File: config.mk
export PLATFORM = sky130hd
export DESIGN_NAME = dmc_ram
export DESIGN_NICKNAME = d
export VERILOG_FILES = /design/src/design/dfs_maze_carver_top_assert.svh /design/src/design/dmc_ram.sv
export SDC_FILE = /design/constraint.sdc
export NUM_CORES = 1
export LEC_CHECK = 0
export BUFFER_PORTS_ARGS = -buffer_cell sky130_fd_sc_hd__buf_2
export CELL_PAD_IN_SITES_DETAIL_PLACEMENT = 1
export CELL_PAD_IN_SITES_GLOBAL_PLACEMENT = 1
export CORE_ASPECT_RATIO = 0.6
export CORE_MARGIN = 10
export CORE_UTILIZATION = 53
export DETAILED_ROUTE_END_ITERATION = 8
export GPL_TIMING_DRIVEN = 0
export PLACE_DENSITY_LB_ADDON = 0.12
export SLEW_MARGIN = 20
export SYNTH_ARGS = -nofsm -noshare
export SYNTH_HDL_FRONTEND = slang
export SYNTH_SLANG_ARGS = --single-unit
File: constraint.sdc
create_clock -name clock -period 2.4 [get_ports clock]
set_clock_uncertainty 0.2 [all_clocks]
set_input_delay 0.36 -clock clock [delete_from_list [all_inputs] [get_ports clock]]
set_output_delay 0.36 -clock clock [all_outputs]
set_load 0.005 [all_outputs]
File: src/design/dfs_maze_carver_top_assert.svh
// Assertion helpers for the maze carver
`ifndef DFS_MAZE_CARVER_TOP_ASSERT_SVH
`define DFS_MAZE_CARVER_TOP_ASSERT_SVH
`define DMC_ASSERT_IMPL(lbl, clk, rst, ante, cons, msg) \
   lbl: assert property (@(posedge clk) disable iff (rst) (ante) |-> (cons)) else $error(msg);
`define DMC_ASSERT_NEXT(lbl, clk, rst, ante, cons, msg) \
   lbl: assert property (@(posedge clk) disable iff (rst) (ante) |=> (cons)) else $error(msg);
`endif

File: src/design/dmc_ram.sv
module dmc_ram #(
   parameter int WIDTH = 8,
   parameter int DEPTH = 16
) (
   input  logic                     clock,
   input  logic                     wr_en,
   input  logic [$clog2(DEPTH)-1:0] wr_addr,
   input  logic [WIDTH-1:0]         wr_data,
   input  logic [$clog2(DEPTH)-1:0] rd_addr,
   output logic [WIDTH-1:0]         rd_data
);
   logic [WIDTH-1:0] mem [DEPTH];
   logic [WIDTH-1:0] rd_data_ff;

   always_ff @(posedge clock) begin
      if (wr_en) begin
         mem[wr_addr] <= wr_data;
      end
      rd_data_ff <= mem[rd_addr];
   end

   assign rd_data = rd_data_ff;
endmodule

==> impl_metrics.yaml <==
status:
  run_status: "complete, no violations"
yosys:
  async_flop_share_pct: 0
  synth-compound-area-share_pct: 2.333
  ys_ff_latch: 136
  synth.largest_area_cell: "edfxtp_1"
  syn_area_mm2: 0.005147
  synth-xor-area-share_pct: 0
  synth.most_common_cell: "edfxtp_1"
  synth_nets: 247
  synth_fa_ha_area_share_pct: 0
  yosysWarnings: 0
  synth-simple-area-share_pct: 3.184
  syn_inst: 229
  synth_common_cells: "edfxtp_1 (128), mux4_2 (18), a22oi_1 (16)"
  synth_top_family_by_area: "multiplexers"
  ys_seq_area_share_pct: 77.78
  ys_types: 19
  synthMuxAreaShare_pct: 15.02
  synth_top_area_share_pct: 74.67
  ys.flop_type: "edfxtp_1"
  synth_edf_count: 128
  synth.avg_cell_area_um2: 22.48
  synth_area_leaders: "edfxtp_1 (75%), mux4_2 (7.9%), mux4_1 (7.1%)"
timing:
  rsz0062_at_grt: "false"
  hold_viol: 0
  fin_crit_sh_pct: 81.33
  slew_viol_final: 0
  finalSetupTns_ps: 0
  slew_headroom_pct: 30.66
  final.setup.worst_slack_ps: 448.1
  setup_viol: 0
  period_minus_slack_ps: 1952
  max_freq_mhz: 512.3
  tightest_slew_ps: 1036
floorplanning:
  dieArea_mm2: 0.01418
  coreArea_mm2: 0.009324
  start_util_pct: 55.21
  die_height_um: 96.34
  pin_count: 26
  die_w_um: 147.2
  std_cell_rows: 27
worst_setup_path:
  cp_data_required_time_ps: 2230
  worstSetupStartpointType: "primary input"
  slowest_delay_ps: 780
  crit_chain: "buf_2, or3b_2, nor2_1"
  r2r-start: "mem[1][5]"
  cpMaxStageDelayCell: "nor2_1"
  crit_start: "wr_addr[2]"
  endpoint_kind: "flip-flop"
  cp_max_fo: 8
  arrival_ps: 1790
  timing_worst_setup_path_type: "in2reg"
route:
  antenna_left: 0
  vias_per_cell: 6.101
  drc: 0
  dr.pass1.iters: 5
  wl_per_cell_um: 26.12
  finalWirelength_um: 10810
  vias: 2526
  drt_iter0_markers: 244
place:
  dpl.cell_count: 384
  hpwl_um: 7050
  preCtsSetupSlack_ps: 58.60
  postPlaceCellArea_mm2: 0.005458
  io_buffers: 24
  place_congestion: 0.7276
grt:
  grt-ovfl-total: 0
  first_global_vias: 2655
  grt_start_max_net_pins: 17
  antenna_found_initial: 0
  grt.total_usage_pct: 16.23
  grt_pass1_wl_um: 16490
pwr:
  vdd_drop_max_mv: 0.5582
  p_total_mw: 5.193
  leakagePower_nw: 1.999
  p_per_area_mw_per_mm2: 869.8
cells_and_area:
  syn_to_final_growth_pct: 15.97
  drive_above_1_share_pct: 28.87
  final_nets: 291
  num_antenna_cells: 0
  fin_area_mm2: 0.005969
  final_cells: 414
clocking:
  post_cts_buffers: 0
  ctsResizeCount: 0
  cts_tree: "yes"
  cts_buffer_depth: 2
  htreeDepth: 4
  holdBufCountCts: 0
  numCtsBuffers: 17
  insertion_delay_ps: 410
  clk_pin_slew_ps: 60
  clock-sinks: 136
  cts_root_buf: "clkbuf_16"
min_path:
  hp-class: "in2reg"
  hp-start: "wr_data[4]"
run:
  max_cap_violations: 0
## metal layers
| layer | up-vias | share of wire, % | GRT usage (%) |
|---|---|---|---|
| met5 | - | 0 | 0 |
| met4 | 0 | 0.99 | 6.486 |
| met3 | 17 | 5.3 | 4.496 |
| met2 | 91 | 45 | 23.21 |
| met1 | 1354 | 49 | 23.22 |
| li1 | 1064 | - | - |
## critical path, delay by kind of cell
kind	cells	cell delay (ps)
buffers and inverters	1	120
and+or+nand+nor	2	1300
## flip-flops by register name (all words and copies together) (netlist names)
signal,flops
mem,128
rd_data,8
## area by class of cell
class | instances | area, µm²
clock inverters | 5 | 26.28
repair buffers | 25 | 127.6
plain buffers | 10 | 86.33
clock buffers | 25 | 485.5
flip-flops and latches | 136 | 4004
well taps | 130 | 162.7
multi-input cells | 83 | 1077
fillers | 784 | 3354
## final timing paths
path,cells after the start,slack (ps),to
max,3,450,mem[2][3]
min,1,130,mem[7][4]
max reg2reg,3,860,rd_data[5]
min reg2reg,3,480,rd_data[0]
## cells by family after synthesis
family | count (synthesis)
AO/OA/AOI/OAI | 16
AND/OR/NAND/NOR | 35
multiplexers | 32
flip-flops | 136
buffers and inverters | 10
## layout by cell type, fill, tap and decap left out, types with 2 or more instances in the layout
cell type,n
edfxtp_1,128
buf_2,27
clkbuf_8,3
mux4_2,18
buf_4,2
mux4_1,14
nand3b_1,2
clkinv_2,3
nand2b_1,2
clkbuf_16,17
nor2_1,13
a22oi_1,16
clkdlybuf4s25_2,3
nand2_1,9
dfxtp_1,8
nor3_2,4
buf_6,3
clkbuf_1,5
## report_power, final
part / leakage [nW] / switching (mW) / internal [mW]
combinational: 0.525 / 0.142 / 0.105
clock: 0.250 / 0.892 / 1.38
sequential: 1.22 / 0.0155 / 2.66
total: 2.00 / 1.05 / 4.14
## through the flow
stage / hold WS [ps] / utilization, %
6_report: 133.6 / 64.02
3_5_place_dp: 468.4 / 58.53
4_1_cts: 120.8 / 64.02
2_1_floorplan: 258.9 / -
5_1_grt: 136.5 / 64.02
3_3_place_gp: 460.0 / 58.24
No activity file was read; power rests on OpenSTA's default activity.
